<file path="src/rtl/alrv_pkg.sv">
// Package for the application-list reply validator.
// Holds field widths, the header layout and the fixed reply profile.
// No dependencies; every other rtl file imports it.
package alrv_pkg;

	localparam int DATA_W           = 8;
	localparam int LEN_W            = 16;
	localparam int MAX_DATAGRAM_DEF = 65535;
	localparam int HEADER_BYTES     = 40;
	localparam int FLAG_OFFSET      = 30;
	localparam int PROFILE_FIRST    = 2;
	localparam int PROFILE_LEN      = 6;
	localparam int PROFILE_IDX_W    = 3;

	typedef logic [DATA_W-1:0] data_t;

	// Expected value of header byte PROFILE_FIRST + idx.
	function automatic data_t profile_byte(input logic [PROFILE_IDX_W-1:0] idx);
		data_t val;
		case (idx)
			3'd0:    val = 8'h04;
			3'd1:    val = 8'h33;
			3'd2:    val = 8'h02;
			3'd3:    val = 8'hfd;
			3'd4:    val = 8'ha8;
			3'd5:    val = 8'he3;
			default: val = 8'h00;
		endcase
		return val;
	endfunction

endpackage

</file>
<file path="src/rtl/alrv_if.sv">
// Handshake channels of the application-list reply validator.
// alrv_byte_if carries datagram bytes, alrv_verdict_if carries verdicts.
// Depends on alrv_pkg for the byte width.
interface alrv_byte_if;
	import alrv_pkg::*;
	logic  valid;
	logic  ready;
	data_t data_byte;
	logic  last;

	modport source (output valid, data_byte, last, input ready);
	modport sink   (input valid, data_byte, last, output ready);
endinterface

interface alrv_verdict_if;
	logic valid;
	logic ready;
	logic accepted;

	modport source (output valid, accepted, input ready);
	modport sink   (input valid, accepted, output ready);
endinterface

</file>
<file path="src/rtl/app_list_reply_validator_top.sv">
// Top level of the application-list reply validator.
// Depends on alrv_pkg and on the channels in alrv_if.sv.

// The block checks one reply datagram that arrives one byte per transfer on
// byte_in, with last high on its final byte, and gives one transfer on
// verdict for every datagram: accepted is 1 when the declared little-endian
// length in bytes 0-1 equals the real byte count, the count lies between 40
// and MAX_DATAGRAM, bytes 2-7 match the fixed profile, byte 30 is 0 or 1, and
// either the datagram is exactly 40 bytes with byte 30 at 1 or every name
// from byte 40 on is non-empty and the final byte is NUL. A byte is
// captured in an input register; from there a single pass of compare
// logic updates the running counters and flags and, on the last byte,
// loads the verdict register. A new byte is taken every cycle; the only
// stall is a last byte whose verdict cannot enter the verdict register
// because the previous verdict has not been taken yet. Bytes beyond
// MAX_DATAGRAM are still taken but no longer checked, and the datagram is
// then rejected. After each verdict the state returns to its reset values
// for the next datagram.
module app_list_reply_validator_top #(
	parameter int MAX_DATAGRAM = alrv_pkg::MAX_DATAGRAM_DEF
) (
	input  logic                  clk,
	input  logic                  arst_n,
	alrv_byte_if.sink             byte_in,
	alrv_verdict_if.source        verdict
);
	import alrv_pkg::*;

	// Counter must hold the saturation value MAX_DATAGRAM + 1.
	localparam int CNT_W = $clog2(MAX_DATAGRAM + 2);
	localparam int CMP_W = (CNT_W > LEN_W) ? CNT_W : LEN_W;
	localparam logic [CNT_W-1:0] LIMIT      = CNT_W'(MAX_DATAGRAM + 1);
	localparam logic [CNT_W-1:0] MAX_CNT    = CNT_W'(MAX_DATAGRAM);
	localparam logic [CNT_W-1:0] HDR_CNT    = CNT_W'(HEADER_BYTES);
	localparam logic [CNT_W-1:0] FLAG_IDX   = CNT_W'(FLAG_OFFSET);
	localparam logic [CNT_W-1:0] PROF_LO    = CNT_W'(PROFILE_FIRST);
	localparam logic [CNT_W-1:0] PROF_HI    = CNT_W'(PROFILE_FIRST + PROFILE_LEN);

	// Input register.
	logic  valid_s1;
	data_t byte_s1;
	logic  last_s1;

	// Running state of the datagram being checked.
	logic [CNT_W-1:0] byte_count_q, byte_count_d;
	logic [LEN_W-1:0] declared_length_q, declared_length_d;
	logic             header_ok_q, header_ok_d;
	logic             final_flag_q, final_flag_d;
	logic             at_name_start_q, at_name_start_d;
	logic             name_error_q, name_error_d;
	logic             prev_was_nul_q, prev_was_nul_d;

	// Verdict register.
	logic out_valid_q;
	logic accepted_q;

	logic                     go_s1;
	logic                     is_nul;
	logic [CNT_W-1:0]         prof_off;
	logic                     ok;

	// The stage moves unless a verdict is due and the verdict register is full
	// and not being emptied in this cycle.
	assign go_s1         = valid_s1 && (!last_s1 || !out_valid_q || verdict.ready);
	assign byte_in.ready = !valid_s1 || go_s1;

	assign verdict.valid    = out_valid_q;
	assign verdict.accepted = accepted_q;

	assign is_nul   = (byte_s1 == '0);
	assign prof_off = byte_count_q - PROF_LO;

	always_comb begin
		byte_count_d      = byte_count_q;
		declared_length_d = declared_length_q;
		header_ok_d       = header_ok_q;
		final_flag_d      = final_flag_q;
		at_name_start_d   = at_name_start_q;
		name_error_d      = name_error_q;
		prev_was_nul_d    = prev_was_nul_q;

		if (byte_count_q != LIMIT) begin
			if (byte_count_q == '0) begin
				declared_length_d = {{(LEN_W-DATA_W){1'b0}}, byte_s1};
			end else if (byte_count_q == CNT_W'(1)) begin
				declared_length_d = {byte_s1, declared_length_q[DATA_W-1:0]};
			end else if (byte_count_q >= PROF_LO && byte_count_q < PROF_HI) begin
				if (byte_s1 != profile_byte(prof_off[PROFILE_IDX_W-1:0])) begin
					header_ok_d = 1'b0;
				end
			end else if (byte_count_q == FLAG_IDX) begin
				if (byte_s1 > data_t'(1)) begin
					header_ok_d = 1'b0;
				end
				final_flag_d = (byte_s1 == data_t'(1));
			end else if (byte_count_q >= HDR_CNT) begin
				// An empty name is a NUL where a name should begin.
				if (is_nul && at_name_start_q) begin
					name_error_d = 1'b1;
				end
				at_name_start_d = is_nul;
			end
			prev_was_nul_d = is_nul;
			byte_count_d   = byte_count_q + CNT_W'(1);
		end

		// Verdict from the state after this byte.
		ok = (byte_count_d >= HDR_CNT) && (byte_count_d <= MAX_CNT)
			&& (CMP_W'(declared_length_d) == CMP_W'(byte_count_d)) && header_ok_d;
		if (ok) begin
			if (byte_count_d == HDR_CNT) begin
				ok = final_flag_d;
			end else begin
				ok = !name_error_d && prev_was_nul_d;
			end
		end
	end

	always_ff @(posedge clk or negedge arst_n) begin
		if (!arst_n) begin
			valid_s1 <= 1'b0;
		end else if (byte_in.ready) begin
			valid_s1 <= byte_in.valid;
		end
	end

	always_ff @(posedge clk) begin
		if (byte_in.ready) begin
			byte_s1 <= byte_in.data_byte;
			last_s1 <= byte_in.last;
		end
	end

	always_ff @(posedge clk or negedge arst_n) begin
		if (!arst_n) begin
			byte_count_q      <= '0;
			declared_length_q <= '0;
			header_ok_q       <= 1'b1;
			final_flag_q      <= 1'b0;
			at_name_start_q   <= 1'b1;
			name_error_q      <= 1'b0;
			prev_was_nul_q    <= 1'b0;
		end else if (go_s1) begin
			if (last_s1) begin
				// Datagram done: back to the starting state.
				byte_count_q      <= '0;
				declared_length_q <= '0;
				header_ok_q       <= 1'b1;
				final_flag_q      <= 1'b0;
				at_name_start_q   <= 1'b1;
				name_error_q      <= 1'b0;
				prev_was_nul_q    <= 1'b0;
			end else begin
				byte_count_q      <= byte_count_d;
				declared_length_q <= declared_length_d;
				header_ok_q       <= header_ok_d;
				final_flag_q      <= final_flag_d;
				at_name_start_q   <= at_name_start_d;
				name_error_q      <= name_error_d;
				prev_was_nul_q    <= prev_was_nul_d;
			end
		end
	end

	always_ff @(posedge clk or negedge arst_n) begin
		if (!arst_n) begin
			out_valid_q <= 1'b0;
		end else if (go_s1 && last_s1) begin
			out_valid_q <= 1'b1;
		end else if (verdict.ready) begin
			out_valid_q <= 1'b0;
		end
	end

	always_ff @(posedge clk) begin
		if (go_s1 && last_s1) begin
			accepted_q <= ok;
		end
	end

endmodule
</file>
<file path="src/flat_wrapper.sv">
// flat-port wrapper written by rule: the top's interface ports become plain ports
module app_list_reply_validator_top_flat import alrv_pkg::*;
#(
	parameter int MAX_DATAGRAM = alrv_pkg::MAX_DATAGRAM_DEF
)
  (clk, arst_n, byte_in_valid, byte_in_data_byte, byte_in_last, byte_in_ready, verdict_valid, verdict_accepted, verdict_ready);
  alrv_byte_if byte_in_i ();
  alrv_verdict_if verdict_i ();
  input  logic clk;
  input  logic arst_n;
  input wire logic [$bits(byte_in_i.valid)-1:0] byte_in_valid;
  input wire logic [$bits(byte_in_i.data_byte)-1:0] byte_in_data_byte;
  input wire logic [$bits(byte_in_i.last)-1:0] byte_in_last;
  output wire logic [$bits(byte_in_i.ready)-1:0] byte_in_ready;
  output wire logic [$bits(verdict_i.valid)-1:0] verdict_valid;
  output wire logic [$bits(verdict_i.accepted)-1:0] verdict_accepted;
  input wire logic [$bits(verdict_i.ready)-1:0] verdict_ready;
  assign byte_in_i.valid = byte_in_valid;
  assign byte_in_i.data_byte = byte_in_data_byte;
  assign byte_in_i.last = byte_in_last;
  assign byte_in_ready = byte_in_i.ready;
  assign verdict_valid = verdict_i.valid;
  assign verdict_accepted = verdict_i.accepted;
  assign verdict_i.ready = verdict_ready;
  app_list_reply_validator_top #(.MAX_DATAGRAM(MAX_DATAGRAM)) u_core (.clk(clk), .arst_n(arst_n), .byte_in(byte_in_i), .verdict(verdict_i));
endmodule
</file>
<file path="config.mk">
export PLATFORM = sky130hd
export DESIGN_NAME = app_list_reply_validator_top_flat
export DESIGN_NICKNAME = d
export VERILOG_FILES = /design/src/rtl/alrv_pkg.sv /design/src/rtl/alrv_if.sv /design/src/rtl/app_list_reply_validator_top.sv /design/src/flat_wrapper.sv
export SDC_FILE = /design/constraint.sdc
export NUM_CORES = 1
export LEC_CHECK = 0
export BUFFER_PORTS_ARGS = -buffer_cell sky130_fd_sc_hd__buf_2
export CAP_MARGIN = 40
export CORE_UTILIZATION = 45
export CTS_BUF_LIST = sky130_fd_sc_hd__clkbuf_8
export DETAILED_ROUTE_END_ITERATION = 8
export PLACE_DENSITY = 0.67
export SKIP_CTS_REPAIR_TIMING = 1
export SYNTH_ARGS = -nofsm -noshare
export SYNTH_HDL_FRONTEND = slang
export SYNTH_SLANG_ARGS = --single-unit
</file>
<file path="constraint.sdc">
create_clock -name clk -period 3.6 [get_ports clk]
set_clock_uncertainty 0.1 [all_clocks]
set_input_delay 1.08 -clock clk [delete_from_list [all_inputs] [get_ports clk]]
set_output_delay 1.08 -clock clk [all_outputs]
set_load 0.02 [all_outputs]
</file>
==> reports/qor.txt, run 1 <==
ROUTING
--------------------------------------------------------------------------------------
Post-detailed-routing wire length                                              9590 um
Overall via count from detail_route                                              3,295
Via density per instance                                                          6.28
Post-detailed-route DRC marker count                                                 0
Final routed wire length divided by cell count                                 18.3 um
Count of routing violations after the opening detailed-route iteration             261
Routed Antenna Nets                                                                  0
Detailed-router iteration count before antenna repair                                5

WORST SETUP PATH
--------------------------------------------------------------------------------------
Critical R2R Launch                                                       u_core.byte_count_q[1]$_DFFE_PN0P_
Critical path data arrival time                                                3.31 ns
Crit Reg-Reg Endpoint                                                     u_core.verdict.accepted$_SDFFCE_PN0P_
Highest fanout seen on the critical path                                            10
Critical path endpoint category                                              flip-flop
Setup slack of the worst register-to-register path                             0.31 ns
Cell Chain, Critical Path                                                 inv_1 > ha_1 > nand3_1 > o21a_1 > o22a_1 > o31a_1 > o41ai_1 > nand4_1 > a2111oi_2
Worst Setup Path Type                                                       reg -> reg
Library cell contributing the largest single delay on the critical path        dfrtp_1
CP Data Required Time                                                          3.63 ns
Peak per-stage delay on the critical path                                      0.57 ns
Worst setup SP type                                                          flip-flop
Reg2Reg Depth                                                                        9

STA
--------------------------------------------------------------------------------------
Tcrit/Tclk final                                                                 91.3%
Pin slew with the least headroom to its limit                                 0.655 ns
Worst hold slack after final layout                                           0.406 ns
Upper clock frequency limit                                                  0.304 GHz
Final critical-path setup slack                                               0.312 ns
Relative max-transition margin                                                   56.3%
Hold Violations, Final                                                               0
Final critical-path required period                                            3.29 ns
Max Slew Vio Count                                                                   0
RSZ-0062 raised after global routing                                             false
Setup violators final                                                                0
Post-Route Setup TNS                                                              0 ns

SYNTHESIS
--------------------------------------------------------------------------------------
Library cell occupying the most area in the post-synthesis netlist             dfrtp_1
Share of the synthesized area in the top cell type                               25.9%
Post-synth cell types                                                               64
Post-synth EDFFs                                                                    10
Yosys reg bits                                                                      50
Dominant synthesized flop cell                                                 dfrtp_1
Post-synthesis instance area                                                  3670 um2
Average cell area after synthesis                                             8.54 um2
Ranking of synthesized cells by area                                      dfrtp_1, edfxtp_1, o21ai_0
Most common cell in the netlist                                                o21ai_0
Fraction of the yosys area taken by sequential cells                             35.5%
Cell count after synthesis                                                         430
Post-synth net total                                                               451
Most used standard cells in the synthesized netlist                       o21ai_0, nand2_1, dfrtp_1
FFs w/ async S/R, synth                                                          80.0%
Total number of yosys warnings                                                       0

CLOCKING
--------------------------------------------------------------------------------------
Sink Count                                                                          50
Insertion delay of the later-clocked pin in the worst-skew pair                0.31 ns
Buffer depth of the longest clock path                                               2
Clock root cell                                                               clkbuf_8
Clock Pin Slew Worst Setup and Hold Paths                                      0.10 ns
H-tree lvl count                                                                     2
CTS buffer count                                                                     5
Clock tree from TritonCTS                                                          yes

POWER
--------------------------------------------------------------------------------------
Power density normalized to cell area                                       438 nW/um2
Pleak                                                                          1.62 nW
VDD IR-drop max                                                               0.300 mV

CELLS AND AREA
--------------------------------------------------------------------------------------
Register ranked first by flip-flop count                                  u_core.byte_count_q
Top Registers                                                             u_core.byte_count_q x17, u_core.declared_length_q x16, u_core.byte_s1 x8
Final cell utilization of the core                                               50.4%
Final standard cell count with taps included and fillers excluded                  525
Max FFs per register                                                                17
Fraction of layout cells with a size suffix above 1                              11.1%
Diodes inserted                                                                      0
Total number of nets in the final design                                           443
Area Growth Syn to Fin                                                           7.08%

PLACEMENT
--------------------------------------------------------------------------------------
Routability cong.                                                                0.922
Placed Instances                                                                   517
Post-DP HPWL                                                                   6980 um
Pre-CTS worst setup slack                                                     0.350 ns
I/O Buffers                                                                         15

MIN PATH
--------------------------------------------------------------------------------------
Endpoint of the worst hold path                                           u_core.prev_was_nul_q$_DFFE_PN0P_
Number of stages on the worst hold path                                              2
Hold wc startpoint                                                        u_core.prev_was_nul_q$_DFFE_PN0P_
Path category of the worst min-delay check                                  reg -> reg

FLOORPLAN
--------------------------------------------------------------------------------------
Area of the die                                                               8530 um2
Vertical die dimension                                                         92.4 um
Core Area                                                                     7810 um2
Initial standard-cell utilization of the core                                    47.1%
Horizontal die dimension                                                       92.4 um
Site row count                                                                      32
Boundary pin count                                                                  16

OUTCOME
--------------------------------------------------------------------------------------
Run status                                                                   completed

GLOBAL ROUTE
--------------------------------------------------------------------------------------
Initial antenna violation count                                                      0
First-pass GRT wire length                                                   15,800 um
Overall Global Routing Usage                                                     23.7%
Largest net degree at the start of global routing                                   24
Via count of the first global-routing pass                                       3,111
Overall overflow remaining after global route                                        0

RUN
--------------------------------------------------------------------------------------
Number of max-cap violations                                                         0

==> critical path: cells and delay by family, from the launching register on <==
family	cells	cell delay, ns
AOI/OAI and AO/OA	5	1.48
DFF	1	0.57
adders and majority gates	1	0.49
and+or+nand+nor	2	0.30
buffers and inverters	1	0.16
==> worst max-delay path by stage <==
| stage | startpoint | end | slack [ns] |
|---|---|---|---|
| 2_1_floorplan | u_core.byte_count_q[0]$_DFFE_PN0P_ | u_core.verdict.accepted$_SDFFCE_PN0P_ | 0.49 |
| 3_3_place_gp | u_core.byte_count_q[1]$_DFFE_PN0P_ | u_core.verdict.accepted$_SDFFCE_PN0P_ | 0.41 |
| 3_5_place_dp | u_core.byte_count_q[1]$_DFFE_PN0P_ | u_core.verdict.accepted$_SDFFCE_PN0P_ | 0.35 |
| 4_1_cts | u_core.byte_count_q[1]$_DFFE_PN0P_ | u_core.verdict.accepted$_SDFFCE_PN0P_ | 0.31 |
| 5_1_grt | u_core.byte_count_q[1]$_DFFE_PN0P_ | u_core.verdict.accepted$_SDFFCE_PN0P_ | 0.07 |
| 6_report | u_core.byte_count_q[1]$_DFFE_PN0P_ | u_core.verdict.accepted$_SDFFCE_PN0P_ | 0.31 |
==> final cells by class <==
cell class | instances | area [um2]
multi-input cells | 330 | 2160
repair buffers | 26 | 178
inverters | 9 | 33.8
flip-flops and latches | 50 | 1300
clock buffers | 5 | 68.8
clock inverters | 3 | 63.8
fillers | 746 | 3870
well taps | 102 | 128
==> cell usage in the layout, fill, tap and decap left out, types with 6 or more instances in the layout <==
master	netlist	layout
inv_1	9	9
a22o_1	16	16
dfrtp_1	38	38
nand2b_1	9	9
ha_1	8	8
buf_4	1	10
mux2i_1	9	9
nor2_1	17	17
a21oi_1	19	19
nand3_1	30	30
buf_2	9	15
and3_1	10	10
nand2_1	39	39
edfxtp_1	10	10
nor4_1	6	6
o21ai_0	48	48
nor3_1	10	10
nor2b_1	6	6
xor2_1	10	10
nand4_1	11	11
xnor2_1	13	13
==> cells by family (layout without fill, tap and decap cells) <==
family	Yosys count	after routing	share of synthesized area, %
fa+ha+maj	8	8	2.72
buf+inv	50	43	5.76
simple gates	169	169	26.7
mux	10	10	2.76
compound gates	120	120	21.1
xor+xnor	23	23	5.48
flops	50	50	35.5
==> where the power goes <==
group	leakage (nW)	switching, mW	total, mW	internal [mW]
sequential	0.643	0.0722	0.715	0.643
clock	0.0658	0.197	0.472	0.275
combinational	0.907	0.304	0.536	0.232
==> layer usage <==
layer | global-route usage (%) | part of all wire [%] | up-vias
li1 | - | - | 1563
met5 | 0 | 0 | -
met1 | 33.2 | 47 | 1599
met2 | 39.3 | 48 | 125
met3 | 3.45 | 5.1 | 8
met4 | 4.04 | 0.42 | 0
==> per-stage QoR <==
step / cell area, um2 / total power [mW]
floorplan: 3670 / 1.11
global placement: 3770 / 1.23
detailed placement: 3800 / 1.25
CTS: 3930 / 1.72
global route: 3930 / 1.81
finish: 3930 / 1.72
(Power assumes the default switching activity.)
==> inputs of run 2 (changes only) <==
--- a/config.mk
+++ b/config.mk
@@ -7,6 +7,7 @@
 export LEC_CHECK = 0
 export BUFFER_PORTS_ARGS = -buffer_cell sky130_fd_sc_hd__buf_2
 export CAP_MARGIN = 40
+export CORE_ASPECT_RATIO = 1.1
 export CORE_UTILIZATION = 45
 export CTS_BUF_LIST = sky130_fd_sc_hd__clkbuf_8
 export DETAILED_ROUTE_END_ITERATION = 8
==> reports/qor.txt, run 2 (same netlist as run 1, synthesis figures left out) <==
STA
-------------------------------------------------------------------------------------
Post-Route Setup TNS                                                             0 ns   unchanged
Final critical-path setup slack                                              0.304 ns   was 0.312 ns
Worst hold slack after final layout                                          0.393 ns   was 0.406 ns
Max Slew Vio Count                                                                  0   unchanged
RSZ-0062 raised after global routing                                            false   unchanged
Final critical-path required period                                           3.30 ns   was 3.29 ns
Setup violators final                                                               0   unchanged
Tcrit/Tclk final                                                                91.5%   was 91.3%
Pin slew with the least headroom to its limit                                0.660 ns   was 0.655 ns
Relative max-transition margin                                                  55.5%   was 56.3%
Hold Violations, Final                                                              0   unchanged
Upper clock frequency limit                                                 0.303 GHz   was 0.304 GHz

ROUTING
-------------------------------------------------------------------------------------
Final routed wire length divided by cell count                                18.8 um   was 18.3 um
Count of routing violations after the opening detailed-route iteration            237   was 261
Post-detailed-routing wire length                                           10,100 um   was 9590 um
Via density per instance                                                         6.06   was 6.28
Post-detailed-route DRC marker count                                                0   unchanged
Routed Antenna Nets                                                                 0   unchanged
Detailed-router iteration count before antenna repair                               5   unchanged
Overall via count from detail_route                                             3,254   was 3,295

CLOCKING
-------------------------------------------------------------------------------------
CTS buffer count                                                                    5   unchanged
Clock root cell                                                              clkbuf_8   unchanged
Insertion delay of the later-clocked pin in the worst-skew pair               0.31 ns   about the same
Clock Pin Slew Worst Setup and Hold Paths                                     0.10 ns   about the same
H-tree lvl count                                                                    2   unchanged
Buffer depth of the longest clock path                                              2   unchanged
Clock tree from TritonCTS                                                         yes   unchanged
Sink Count                                                                         50   unchanged

POWER
-------------------------------------------------------------------------------------
Pleak                                                                         1.63 nW   was 1.62 nW
Clk network pwr share                                                           24.8%   was 27.4%
Total internal power                                                          1.09 mW   was 1.15 mW
Switching Share                                                                 35.1%   was 33.3%
Power density normalized to cell area                                      424 nW/um2   was 438 nW/um2
Total power                                                                   1.68 mW   was 1.72 mW
Sw Pwr                                                                         590 uW   was 574 uW
Part of the total power dissipated in combinational logic                       32.6%   was 31.1%
VDD IR-drop max                                                              0.222 mV   was 0.300 mV
Sequential fraction of design power                                             42.6%   was 41.5%

CELLS AND AREA
-------------------------------------------------------------------------------------
Final cell utilization of the core                                              50.1%   was 50.4%
Total number of nets in the final design                                          449   was 443
Final standard cell count with taps included and fillers excluded                 537   was 525
Max FFs per register                                                               17   unchanged
Total non-filler cell area in the finished layout                            3960 um2   was 3930 um2
Leading cell types in the layout, fill and taps excluded                 o21ai_0, nand2_1, dfrtp_1   unchanged
Top Registers                                                            u_core.byte_count_q x17, u_core.declared_length_q x16, u_core.byte_s1 x8   unchanged
Register ranked first by flip-flop count                                 u_core.byte_count_q   unchanged
Diodes inserted                                                                     0   unchanged
Fraction of layout cells with a size suffix above 1                             12.6%   was 11.1%
Area Growth Syn to Fin                                                          7.87%   was 7.08%
Most common cell after layout, fill and taps aside                            o21ai_0   unchanged

WORST SETUP PATH
-------------------------------------------------------------------------------------
CP Data Required Time                                                         3.62 ns   was 3.63 ns
First element of the critical path                                       u_core.byte_count_q[1]$_DFFE_PN0P_   unchanged
Highest fanout seen on the critical path                                            9   was 10
Critical path data arrival time                                               3.32 ns   was 3.31 ns
Worst Setup Path Type                                                      reg -> reg   unchanged
Critical path endpoint category                                             flip-flop   unchanged
Worst setup SP type                                                         flip-flop   unchanged
Critical R2R Launch                                                      u_core.byte_count_q[1]$_DFFE_PN0P_   unchanged

RUN
-------------------------------------------------------------------------------------
Number of max-cap violations                                                        0   unchanged

GLOBAL ROUTE
-------------------------------------------------------------------------------------
Via count of the first global-routing pass                                      3,140   was 3,111
First-pass GRT wire length                                                  16,500 um   was 15,800 um
Largest net degree at the start of global routing                                  27   was 24
Overall overflow remaining after global route                                       0   unchanged
Overall Global Routing Usage                                                    25.3%   was 23.7%
Initial antenna violation count                                                     0   unchanged

PLACEMENT
-------------------------------------------------------------------------------------
I/O Buffers                                                                        15   unchanged
Pre-CTS worst setup slack                                                    0.353 ns   was 0.350 ns
Post-DP HPWL                                                                  7460 um   was 6980 um
Placed Instances                                                                  529   was 517
Standard cell area after detailed placement                                  3850 um2   was 3800 um2
Routability cong.                                                               0.927   was 0.922

FLOORPLAN
-------------------------------------------------------------------------------------
Core Area                                                                    7910 um2   was 7810 um2
Horizontal die dimension                                                      88.1 um   was 92.4 um
Vertical die dimension                                                        96.8 um   was 92.4 um
Boundary pin count                                                                 16   unchanged
Area of the die                                                              8530 um2   about the same
Initial standard-cell utilization of the core                                   46.4%   was 47.1%
Site row count                                                                     34   was 32

OUTCOME
-------------------------------------------------------------------------------------
Run status                                                                  completed   unchanged

MIN PATH
-------------------------------------------------------------------------------------
Path category of the worst min-delay check                                 reg -> reg   unchanged
Hold wc startpoint                                                       u_core.prev_was_nul_q$_DFFE_PN0P_   unchanged

[run 2: cell count changes in the layout (fill, tap and decap cells not counted)]
| cell | before | now |
|---|---|---|
| buf_4 | 10 | 16 |
| inv_6 | 0 | 2 |
| buf_12 | 0 | 1 |
| buf_16 | 1 | 0 |
| bufinv_16 | 2 | 1 |
| clkinv_1 | 1 | 0 |
[run 2: critical path, stage by stage, from the launching register on]
cell	delay, ns
dfrtp_1	0.52
inv_1	0.18
ha_1	0.36
nor4b_1	0.29
nand4_1	0.19
mux2i_1	0.17
or3_1	0.37
a2111oi_0	0.40
nand4_1	0.17
a2111oi_2	0.35
[run 2: power by group through the flow]
stage               registers (mW)  logic [mW]  clock network [mW]
finish                       0.716       0.549               0.417
global route                 0.724       0.608               0.447
CTS                          0.714       0.546               0.428
detailed placement           0.726       0.542                   0
global placement             0.724       0.534                   0
floorplan                    0.687       0.420                   0
[run 2: final cells by class]
cell class	count	area [um2]
repair buffers	32	215
inverters	9	33.8
multi-input cells	330	2160
flip-flops and latches	50	1300
fillers	781	3950
clock inverters	3	47.5
well taps	108	135
clock buffers	5	68.8
[run 2: final timing paths]
path / cells past startpoint / endpoint / slack (ns)
setup / recovery: 9 / u_core.verdict.accepted$_SDFFCE_PN0P_ / 0.30
hold / removal: 2 / u_core.prev_was_nul_q$_DFFE_PN0P_ / 0.39
setup reg to reg: 9 / u_core.verdict.accepted$_SDFFCE_PN0P_ / 0.30
hold reg to reg: 2 / u_core.prev_was_nul_q$_DFFE_PN0P_ / 0.39
max in group asynchronous: 2 / u_core.at_name_start_q$_DFFE_PN1P_ / 2.28
min in group asynchronous: 1 / u_core.byte_count_q[6]$_DFFE_PN0P_ / 0.58
[run 2: layer usage]
metal | GRT usage [%] | part of all wire (%)
met3 | 2.65 | 2.6
met2 | 41.9 | 50
met1 | 34.5 | 45
met4 | 8.06 | 2.2
met5 | 0 | 0
